**src/design/sha1_pkg.sv**
```systemverilog
// Package with the SHA-1 engine payload types and hash constants.
package sha1_pkg;

  // One accepted message word.
  typedef struct packed {
    logic [31:0] message_word;
    logic [2:0]  byte_count;
    logic        last_word;
  } in_t;

  // One finished digest.
  typedef struct packed {
    logic [31:0] digest_h0;
    logic [31:0] digest_h1;
    logic [31:0] digest_h2;
    logic [31:0] digest_h3;
    logic [31:0] digest_h4;
  } out_t;

  // Initial chaining value.
  localparam logic [31:0] H0_INIT = 32'h67452301;
  localparam logic [31:0] H1_INIT = 32'hEFCDAB89;
  localparam logic [31:0] H2_INIT = 32'h98BADCFE;
  localparam logic [31:0] H3_INIT = 32'h10325476;
  localparam logic [31:0] H4_INIT = 32'hC3D2E1F0;

  // Round constants, one for each group of twenty rounds.
  localparam logic [31:0] K_R0 = 32'h5A827999;
  localparam logic [31:0] K_R1 = 32'h6ED9EBA1;
  localparam logic [31:0] K_R2 = 32'h8F1BBCDC;
  localparam logic [31:0] K_R3 = 32'hCA62C1D6;

  // Padding marker byte.
  localparam logic [7:0] PAD_BYTE = 8'h80;

  // Block geometry.
  localparam int unsigned BLOCK_WORDS = 16;
  localparam logic [6:0]  LAST_ROUND  = 7'd79;

endpackage

```
**src/design/sha1_hash_engine.sv**
```systemverilog
// SHA-1 hash engine: word intake, padding sequencer and one-round-per-cycle compression.
//
//   Channel | Direction | Payload            | Handshake
//   in_     | input     | sha1_pkg::in_t     | in_valid / in_stall
//   out_    | output    | sha1_pkg::out_t    | out_valid / out_stall
//
// Each non-final word is taken into the block buffer; every 16th word also
// starts a compression (one round per cycle through a single round adder)
// followed by the chaining add. A final word adds padding words, one or two
// more compressions and a load of the digest register.
// Reset returns the sequencer, the length counter and the chaining value to their start.
// in_stall is high whenever the sequencer is not waiting for a word; a held
// digest in the output register stalls the done state and with it the intake.
module sha1_hash_engine (
  input  logic           clk,
  input  logic           rst_n,
  input  logic           in_valid,
  output logic           in_stall,
  input  sha1_pkg::in_t  in_data,
  output logic           out_valid,
  input  logic           out_stall,
  output sha1_pkg::out_t out_data
);

  // Sequencer states.
  localparam logic [2:0] ST_IDLE  = 3'd0;
  localparam logic [2:0] ST_ROUND = 3'd1;
  localparam logic [2:0] ST_ADD   = 3'd2;
  localparam logic [2:0] ST_PAD   = 3'd3;
  localparam logic [2:0] ST_DONE  = 3'd4;

  logic [2:0]     state_r, state_nxt;
  logic [31:0]    chain_r [5];
  logic [31:0]    chain_nxt [5];
  logic [31:0]    var_r [5];
  logic [31:0]    var_nxt [5];
  logic [31:0]    w_r [16];
  logic [31:0]    w_nxt [16];
  logic [63:0]    bits_r, bits_nxt;
  logic [3:0]     fill_r, fill_nxt;
  logic [6:0]     round_r, round_nxt;
  logic           finishing_r, finishing_nxt;
  logic           pad_pending_r, pad_pending_nxt;
  logic           len_hi_done_r, len_hi_done_nxt;
  logic           len_done_r, len_done_nxt;
  logic           out_valid_r, out_valid_nxt;
  sha1_pkg::out_t out_data_r, out_data_nxt;

  logic           in_xfer;
  logic [2:0]     cnt_sat;
  logic           push_en;
  logic [31:0]    push_word;
  logic [31:0]    last_word_val;
  logic [31:0]    sched_x;
  logic [31:0]    sched_word;
  logic [31:0]    f_val;
  logic [31:0]    k_val;
  logic [31:0]    round_sum;

  assign in_stall  = (state_r != ST_IDLE);
  assign in_xfer   = in_valid && !in_stall;
  assign out_valid = out_valid_r;
  assign out_data  = out_data_r;

  // Saturated byte count and the final word with its pad byte merged in.
  always_comb begin
    cnt_sat = (in_data.byte_count > 3'd4) ? 3'd4 : in_data.byte_count;
    case (cnt_sat)
      3'd0:    last_word_val = {sha1_pkg::PAD_BYTE, 24'h0};
      3'd1:    last_word_val = {in_data.message_word[31:24], sha1_pkg::PAD_BYTE, 16'h0};
      3'd2:    last_word_val = {in_data.message_word[31:16], sha1_pkg::PAD_BYTE, 8'h0};
      3'd3:    last_word_val = {in_data.message_word[31:8], sha1_pkg::PAD_BYTE};
      default: last_word_val = in_data.message_word;
    endcase
  end

  // Message schedule tap and round function for the current round.
  always_comb begin
    sched_x    = w_r[13] ^ w_r[8] ^ w_r[2] ^ w_r[0];
    sched_word = {sched_x[30:0], sched_x[31]};
    if (round_r < 7'd20) begin
      f_val = (var_r[1] & var_r[2]) | (~var_r[1] & var_r[3]);
      k_val = sha1_pkg::K_R0;
    end else if (round_r < 7'd40) begin
      f_val = var_r[1] ^ var_r[2] ^ var_r[3];
      k_val = sha1_pkg::K_R1;
    end else if (round_r < 7'd60) begin
      f_val = (var_r[1] & var_r[2]) | (var_r[1] & var_r[3]) | (var_r[2] & var_r[3]);
      k_val = sha1_pkg::K_R2;
    end else begin
      f_val = var_r[1] ^ var_r[2] ^ var_r[3];
      k_val = sha1_pkg::K_R3;
    end
    round_sum = {var_r[0][26:0], var_r[0][31:27]} + f_val + var_r[4] + k_val + w_r[0];
  end

  // Sequencer and datapath next-state logic.
  always_comb begin
    state_nxt       = state_r;
    chain_nxt       = chain_r;
    var_nxt         = var_r;
    w_nxt           = w_r;
    bits_nxt        = bits_r;
    fill_nxt        = fill_r;
    round_nxt       = round_r;
    finishing_nxt   = finishing_r;
    pad_pending_nxt = pad_pending_r;
    len_hi_done_nxt = len_hi_done_r;
    len_done_nxt    = len_done_r;
    out_data_nxt    = out_data_r;
    out_valid_nxt   = out_valid_r;
    push_en         = 1'b0;
    push_word       = 32'h0;

    // A taken digest frees the output register.
    if (out_valid_r && !out_stall) begin
      out_valid_nxt = 1'b0;
    end

    case (state_r)
      ST_IDLE: begin
        if (in_xfer) begin
          push_en = 1'b1;
          if (!in_data.last_word) begin
            push_word = in_data.message_word;
            bits_nxt  = bits_r + 64'd32;
          end else begin
            push_word       = last_word_val;
            bits_nxt        = bits_r + {58'h0, cnt_sat, 3'b000};
            finishing_nxt   = 1'b1;
            pad_pending_nxt = (cnt_sat == 3'd4);
            state_nxt       = ST_PAD;
          end
        end
      end
      ST_PAD: begin
        push_en = 1'b1;
        if (pad_pending_r) begin
          push_word       = {sha1_pkg::PAD_BYTE, 24'h0};
          pad_pending_nxt = 1'b0;
        end else if (fill_r == 4'd14) begin
          push_word       = bits_r[63:32];
          len_hi_done_nxt = 1'b1;
        end else if (fill_r == 4'd15 && len_hi_done_r) begin
          push_word    = bits_r[31:0];
          len_done_nxt = 1'b1;
        end else begin
          push_word = 32'h0;
        end
      end
      ST_ROUND: begin
        // One round: shift the schedule window and rotate the working variables.
        for (int i = 0; i < 15; i++) begin
          w_nxt[i] = w_r[i + 1];
        end
        w_nxt[15]  = sched_word;
        var_nxt[0] = round_sum;
        var_nxt[1] = var_r[0];
        var_nxt[2] = {var_r[1][1:0], var_r[1][31:2]};
        var_nxt[3] = var_r[2];
        var_nxt[4] = var_r[3];
        if (round_r == sha1_pkg::LAST_ROUND) begin
          round_nxt = 7'd0;
          state_nxt = ST_ADD;
        end else begin
          round_nxt = round_r + 7'd1;
        end
      end
      ST_ADD: begin
        for (int i = 0; i < 5; i++) begin
          chain_nxt[i] = chain_r[i] + var_r[i];
        end
        if (len_done_r) begin
          state_nxt = ST_DONE;
        end else if (finishing_r) begin
          state_nxt = ST_PAD;
        end else begin
          state_nxt = ST_IDLE;
        end
      end
      ST_DONE: begin
        // Hand the digest to the output register once it is free.
        if (!out_valid_r || !out_stall) begin
          out_data_nxt.digest_h0 = chain_r[0];
          out_data_nxt.digest_h1 = chain_r[1];
          out_data_nxt.digest_h2 = chain_r[2];
          out_data_nxt.digest_h3 = chain_r[3];
          out_data_nxt.digest_h4 = chain_r[4];
          out_valid_nxt   = 1'b1;
          chain_nxt[0]    = sha1_pkg::H0_INIT;
          chain_nxt[1]    = sha1_pkg::H1_INIT;
          chain_nxt[2]    = sha1_pkg::H2_INIT;
          chain_nxt[3]    = sha1_pkg::H3_INIT;
          chain_nxt[4]    = sha1_pkg::H4_INIT;
          bits_nxt        = 64'h0;
          finishing_nxt   = 1'b0;
          pad_pending_nxt = 1'b0;
          len_hi_done_nxt = 1'b0;
          len_done_nxt    = 1'b0;
          state_nxt       = ST_IDLE;
        end
      end
      default: begin
        state_nxt = ST_IDLE;
      end
    endcase

    // Block buffer intake; a full block starts the compression.
    if (push_en) begin
      for (int i = 0; i < 15; i++) begin
        w_nxt[i] = w_r[i + 1];
      end
      w_nxt[15] = push_word;
      fill_nxt  = fill_r + 4'd1;
      if (fill_r == 4'd15) begin
        var_nxt   = chain_r;
        round_nxt = 7'd0;
        state_nxt = ST_ROUND;
      end
    end
  end

  // Control registers with reset.
  always_ff @(posedge clk) begin
    if (!rst_n) begin
      state_r       <= ST_IDLE;
      chain_r[0]    <= sha1_pkg::H0_INIT;
      chain_r[1]    <= sha1_pkg::H1_INIT;
      chain_r[2]    <= sha1_pkg::H2_INIT;
      chain_r[3]    <= sha1_pkg::H3_INIT;
      chain_r[4]    <= sha1_pkg::H4_INIT;
      bits_r        <= 64'h0;
      fill_r        <= 4'd0;
      round_r       <= 7'd0;
      finishing_r   <= 1'b0;
      pad_pending_r <= 1'b0;
      len_hi_done_r <= 1'b0;
      len_done_r    <= 1'b0;
      out_valid_r   <= 1'b0;
    end else begin
      state_r       <= state_nxt;
      chain_r       <= chain_nxt;
      bits_r        <= bits_nxt;
      fill_r        <= fill_nxt;
      round_r       <= round_nxt;
      finishing_r   <= finishing_nxt;
      pad_pending_r <= pad_pending_nxt;
      len_hi_done_r <= len_hi_done_nxt;
      len_done_r    <= len_done_nxt;
      out_valid_r   <= out_valid_nxt;
    end
  end

  // Payload registers without reset.
  always_ff @(posedge clk) begin
    var_r      <= var_nxt;
    w_r        <= w_nxt;
    out_data_r <= out_data_nxt;
  end

  // The round counter never runs past the last round.
  assert property (@(posedge clk) disable iff (!rst_n)
    (state_r == ST_ROUND) |-> (round_r <= sha1_pkg::LAST_ROUND))
    else $error("round counter out of range");

  // The low length word is only placed after the high one.
  assert property (@(posedge clk) disable iff (!rst_n)
    len_done_r |-> (len_hi_done_r && finishing_r && !pad_pending_r))
    else $error("length words out of order");

  // A pending pad marker only exists while a message is being finished.
  assert property (@(posedge clk) disable iff (!rst_n)
    pad_pending_r |-> finishing_r)
    else $error("pad marker pending outside finishing");

  // A non-final word transfer returns to intake or starts a compression.
  assert property (@(posedge clk) disable iff (!rst_n)
    (in_xfer && !in_data.last_word) |=> (state_r == ST_IDLE || state_r == ST_ROUND))
    else $error("unexpected state after a message word");

  // A digest is only loaded from the done state, with the length fully placed.
  assert property (@(posedge clk) disable iff (!rst_n)
    (state_r == ST_DONE) |-> (len_done_r && fill_r == 4'd0))
    else $error("digest finished with an incomplete final block");

endmodule
```
**config.mk**
```make
export PLATFORM = sky130hd
export DESIGN_NAME = sha1_hash_engine
export DESIGN_NICKNAME = d
export VERILOG_FILES = /design/src/design/sha1_pkg.sv /design/src/design/sha1_hash_engine.sv
export SDC_FILE = /design/constraint.sdc
export NUM_CORES = 2
export LEC_CHECK = 0
export BUFFER_PORTS_ARGS = -buffer_cell sky130_fd_sc_hd__buf_2
export CAP_MARGIN = 20
export CORE_MARGIN = 8
export CORE_UTILIZATION = 35
export CTS_CLUSTER_DIAMETER = 200
export DETAILED_ROUTE_END_ITERATION = 10
export PLACE_DENSITY = 0.53
export SLEW_MARGIN = 20
export SYNTH_ARGS = -nofsm -noshare
export SYNTH_HDL_FRONTEND = slang
export SYNTH_SLANG_ARGS = --single-unit
```
**constraint.sdc**
```tcl
create_clock -name clk -period 17.8 [get_ports clk]
set_input_delay 3.56 -clock clk [delete_from_list [all_inputs] [get_ports clk]]
set_output_delay 3.56 -clock clk [all_outputs]
set_load 0.01 [all_outputs]
```
==> load_flow_metrics.sql <==
INSERT INTO impl_metrics (metric_group, metric, value, unit) VALUES
('global_route', 'grt_antenna_before_repair', '9', ''),
('place', 'gp_congestion', '0.907', ''),
('finish', 'finalCoreUtilization', '40.3', '%'),
('pwr', 'cellPowerDensity', '204', 'nW/µm²'),
('floorplanning', 'top_level_ports', '202', ''),
('pwr', 'p_leak', '21.9', 'nW'),
('clock_network', 'postCtsSetupBuffers', '0', ''),
('synthesis', 'synth_nets', '4821', ''),
('setup_path', 'crit_path_top_delay_cell', 'sky130_fd_sc_hd__a41oi_1', ''),
('synthesis', 'postSynthCellCount', '4455', ''),
('clock_network', 'ctsHoldBuffers', '0', ''),
('clock_network', 'worst_skew_pair.late_latency', '0.75', 'ns'),
('clock_network', 'cts_resized', '0', ''),
('setup_path', 'cp_startpoint_kind', 'register', ''),
('status', 'violated_checks', 'antenna violations', ''),
('clock_network', 'max-clock-path-buffers', '3', ''),
('drt', 'post-route-drc-count', '0', ''),
('floorplanning', 'start_util', '35.3', '%'),
('sta', 'post_route_clock_skew', '0.0458', 'ns'),
('finish', 'area.sequential', '28200', 'µm²'),
('global_route', 'grt_remaining_overflow', '0', ''),
('worst_hold_path', 'hold_class', 'register to register', ''),
('synthesis', 'synth_area_leaders', 'sky130_fd_sc_hd__edfxtp_1 (40%), sky130_fd_sc_hd__dfxtp_1 (16%), sky130_fd_sc_hd__fa_1 (5.1%)', ''),
('setup_path', 'ff2ff_setup_slack', '10.89', 'ns'),
('clock_network', 'ctsRootBufferMaster', 'sky130_fd_sc_hd__clkbuf_16', ''),
('status', 'status', 'finished with violations', ''),
('sta', 'setup_viol', '0', ''),
('setup_path', 'worst_ep_arrival_time', '7.51', 'ns'),
('sta', 'final-hold-violation-count', '0', ''),
('sta', 'slew-limit-headroom', '19.7', '%'),
('setup_path', 'slowest_delay', '0.71', 'ns'),
('synthesis', 'synth-main-ff-cell', 'sky130_fd_sc_hd__edfxtp_1', ''),
('clock_network', 'cts-htree-levels', '3', ''),
('clock_network', 'clkSinkCount', '1072', ''),
('finish', 'final_layout_size_suffix_gt1_share', '9.95', '%'),
('finish', 'number_of_inserted_filler_cells_in_the_final_layout', '13600', ''),
('synthesis', 'yosys.cell_types.count', '84', ''),
('drt', 'initial_drc_count', '2653', ''),
('place', 'dp_hpwl', '96200', 'µm'),
('sta', 'worstMarginPinSlew', '1.19', 'ns'),
('pwr', 'max-vdd-ir-drop', '0.151', 'mV'),
('synthesis', 'yosysWarningCount', '0', ''),
('setup_path', 'kind_of_critical_path', 'register to register', ''),
('synthesis', 'post-synth-top-area-cell', 'sky130_fd_sc_hd__edfxtp_1', ''),
('finish', 'layout.nets', '4996', ''),
('sta', 'max_clock_freq', '145', 'MHz'),
('setup_path', 'worst_r2r_path_depth', '24', ''),
('floorplanning', 'die_wd', '393', 'µm'),
('setup_path', 'timing.rr.end', 'var_r[158]$_DFF_P_', ''),
('worst_hold_path', 'min_delay_path_depth', '0', ''),
('synthesis', 'synth_sequential_area_ratio', '56.5', '%'),
('clock_network', 'worst_setup_hold_path_clk_slew', '0.06', 'ns'),
('sta', 'final.period_utilization', '38.8', '%'),
('setup_path', 'cp_data_required_time', '18.40', 'ns'),
('flow_run', 'timing.max_cap.violations', '0', ''),
('worst_hold_path', 'hold-path-endpoint', 'w_r[363]$_DFFE_PP_', ''),
('floorplanning', 'rows', '138', ''),
('sta', 'slew_violations', '0', ''),
('sta', 'fin_tns_setup', '0', 'ns'),
('synthesis', 'synth_seq_cells', '1072', ''),
('finish', 'layout-area-overhead-vs-synth', '14.3', '%'),
('sta', 'grt_setup_unrepaired', 'no', ''),
('global_route', 'grt_util_all_layers', '17.0', '%'),
('setup_path', 'crit_path_max_fanout', '21', ''),
('place', 'portBuffers', '201', ''),
('setup_path', 'worstPathCellList', 'a41oi_1 > nand2_1 > buf_4 > inv_1 > buf_4 > nor2_2 > buf_4 > a221o_1 > fa_1 > inv_1 > fa_1 > inv_1 > ha_1 > a211oi_1 > o31ai_1 > a221oi_1 > nor2_1 > a211oi_1 > o31ai_1 > a21oi_1 > o21ai_0 > a21oi_1 > xor2_1 > a21oi_1', ''),
('synthesis', 'synth_edf_count', '672', ''),
('finish', 'multi_input_area', '20100', 'µm²'),
('drt', 'ant_nets', '1', ''),
('sta', 'timing.hold.ws', '0.412', 'ns'),
('clock_network', 'cts_tree', 'done', '');
[metrics by stage]
stage	instances	power [mW]	instance area [µm²]	setup slack [ns]
after floorplan	4455	7.80	49900	1.81
after global placement	6404	9.05	52900	10.71
after detailed placement	6404	9.03	52900	10.64
after CTS	6622	11.7	57000	10.86
after global routing	6623	12.6	57000	10.41
final	6636	11.6	57000	10.89
[worst max-delay path by stage]
stage | slack, ns | startpoint | to | depth (start not counted)
2_1_floorplan | 1.81 | in_valid | w_r[0]$_DFFE_PP_ | 3
3_3_place_gp | 10.71 | in_valid | w_r[123]$_DFFE_PP_ | 5
3_5_place_dp | 10.64 | in_valid | w_r[155]$_DFFE_PP_ | 5
4_1_cts | 10.86 | round_r[2]$_SDFF_PN0_ | var_r[158]$_DFF_P_ | 24
5_1_grt | 10.41 | round_r[5]$_SDFF_PN0_ | var_r[158]$_DFF_P_ | 24
6_report | 10.89 | round_r[5]$_SDFF_PN0_ | var_r[158]$_DFF_P_ | 24
[final cells by class]
type	instances	area share [%]
clock buffer	129	5.15
inverter	242	1.61
clock inverter	89	1.94
tap	1890	4.15
timing repair buffer	236	2.33
sequential	1072	49.4
antenna	14	0.0614
multi-input combinational	2964	35.3
[sequential cells by signal (all words and copies together), names as in the netlist]
name,flops
round_r,7
out_data,160
var_r,160
chain_r,160
finishing_r,1
len_hi_done_r,1
w_r,512
out_valid,1
bits_r,61
pad_pending_r,1
state_r,3
fill_r,4
len_done_r,1
[placed cells by master, fill, tap and decap left out, drive strengths merged, types with 91 or more instances in the layout]
master and count:
dfxtp 400, edfxtp 672, a21oi 243, buf 236, nand2 503, inv 250
xor2 101, o21ai 196, ha 200, a21o 91, nor2 455, xnor2 203
fa 126, a31oi 158, clkbuf 129
[critical path, delay by kind of cell, from the launching register on]
kind	cells	cell delay (ns)
flops	1	0.37
compound gates	11	3.49
simple gates	3	0.39
fa+ha+maj	3	1.34
xor+xnor	1	0.17
buf+inv	6	1.01
[metal layers]
| metal | global-route usage (%) | vias to the layer above | part of all wire [%] |
|---|---|---|---|
| li1 | - | 16300 | - |
| met1 | 24.8 | 16500 | 48 |
| met2 | 26.0 | 906 | 44 |
| met3 | 3.00 | 206 | 5.6 |
| met4 | 4.69 | 4 | 2.9 |
| met5 | 0 | - | 0.015 |
[kinds of logic after synthesis]
group / share of synthesized area, %
simple gates: 11.5
compound gates: 12.6
buf+inv: 3.22
xor+xnor: 5.34
fa+ha+maj: 10.1
flops: 56.5
mux: 0.708
[report_power, final]
part           switching [mW]  internal [mW]
combinational            3.05           2.35
sequential              0.539           3.16
clock                    1.04           1.48
total                    4.63           6.99
[cell usage after synthesis (91+ instances only)]
| master | count |
|---|---|
| sky130_fd_sc_hd__a21oi_1 | 243 |
| sky130_fd_sc_hd__nor2_1 | 451 |
| sky130_fd_sc_hd__edfxtp_1 | 672 |
| sky130_fd_sc_hd__dfxtp_1 | 400 |
| sky130_fd_sc_hd__clkbuf_1 | 153 |
| sky130_fd_sc_hd__nand2_1 | 502 |
| sky130_fd_sc_hd__xnor2_1 | 203 |
| sky130_fd_sc_hd__a31oi_1 | 158 |
| sky130_fd_sc_hd__inv_1 | 240 |
| sky130_fd_sc_hd__o21ai_0 | 192 |
| sky130_fd_sc_hd__fa_1 | 126 |
| sky130_fd_sc_hd__xor2_1 | 101 |
| sky130_fd_sc_hd__ha_1 | 200 |
| sky130_fd_sc_hd__a21o_1 | 91 |
Power figures use the tool's default switching activity.
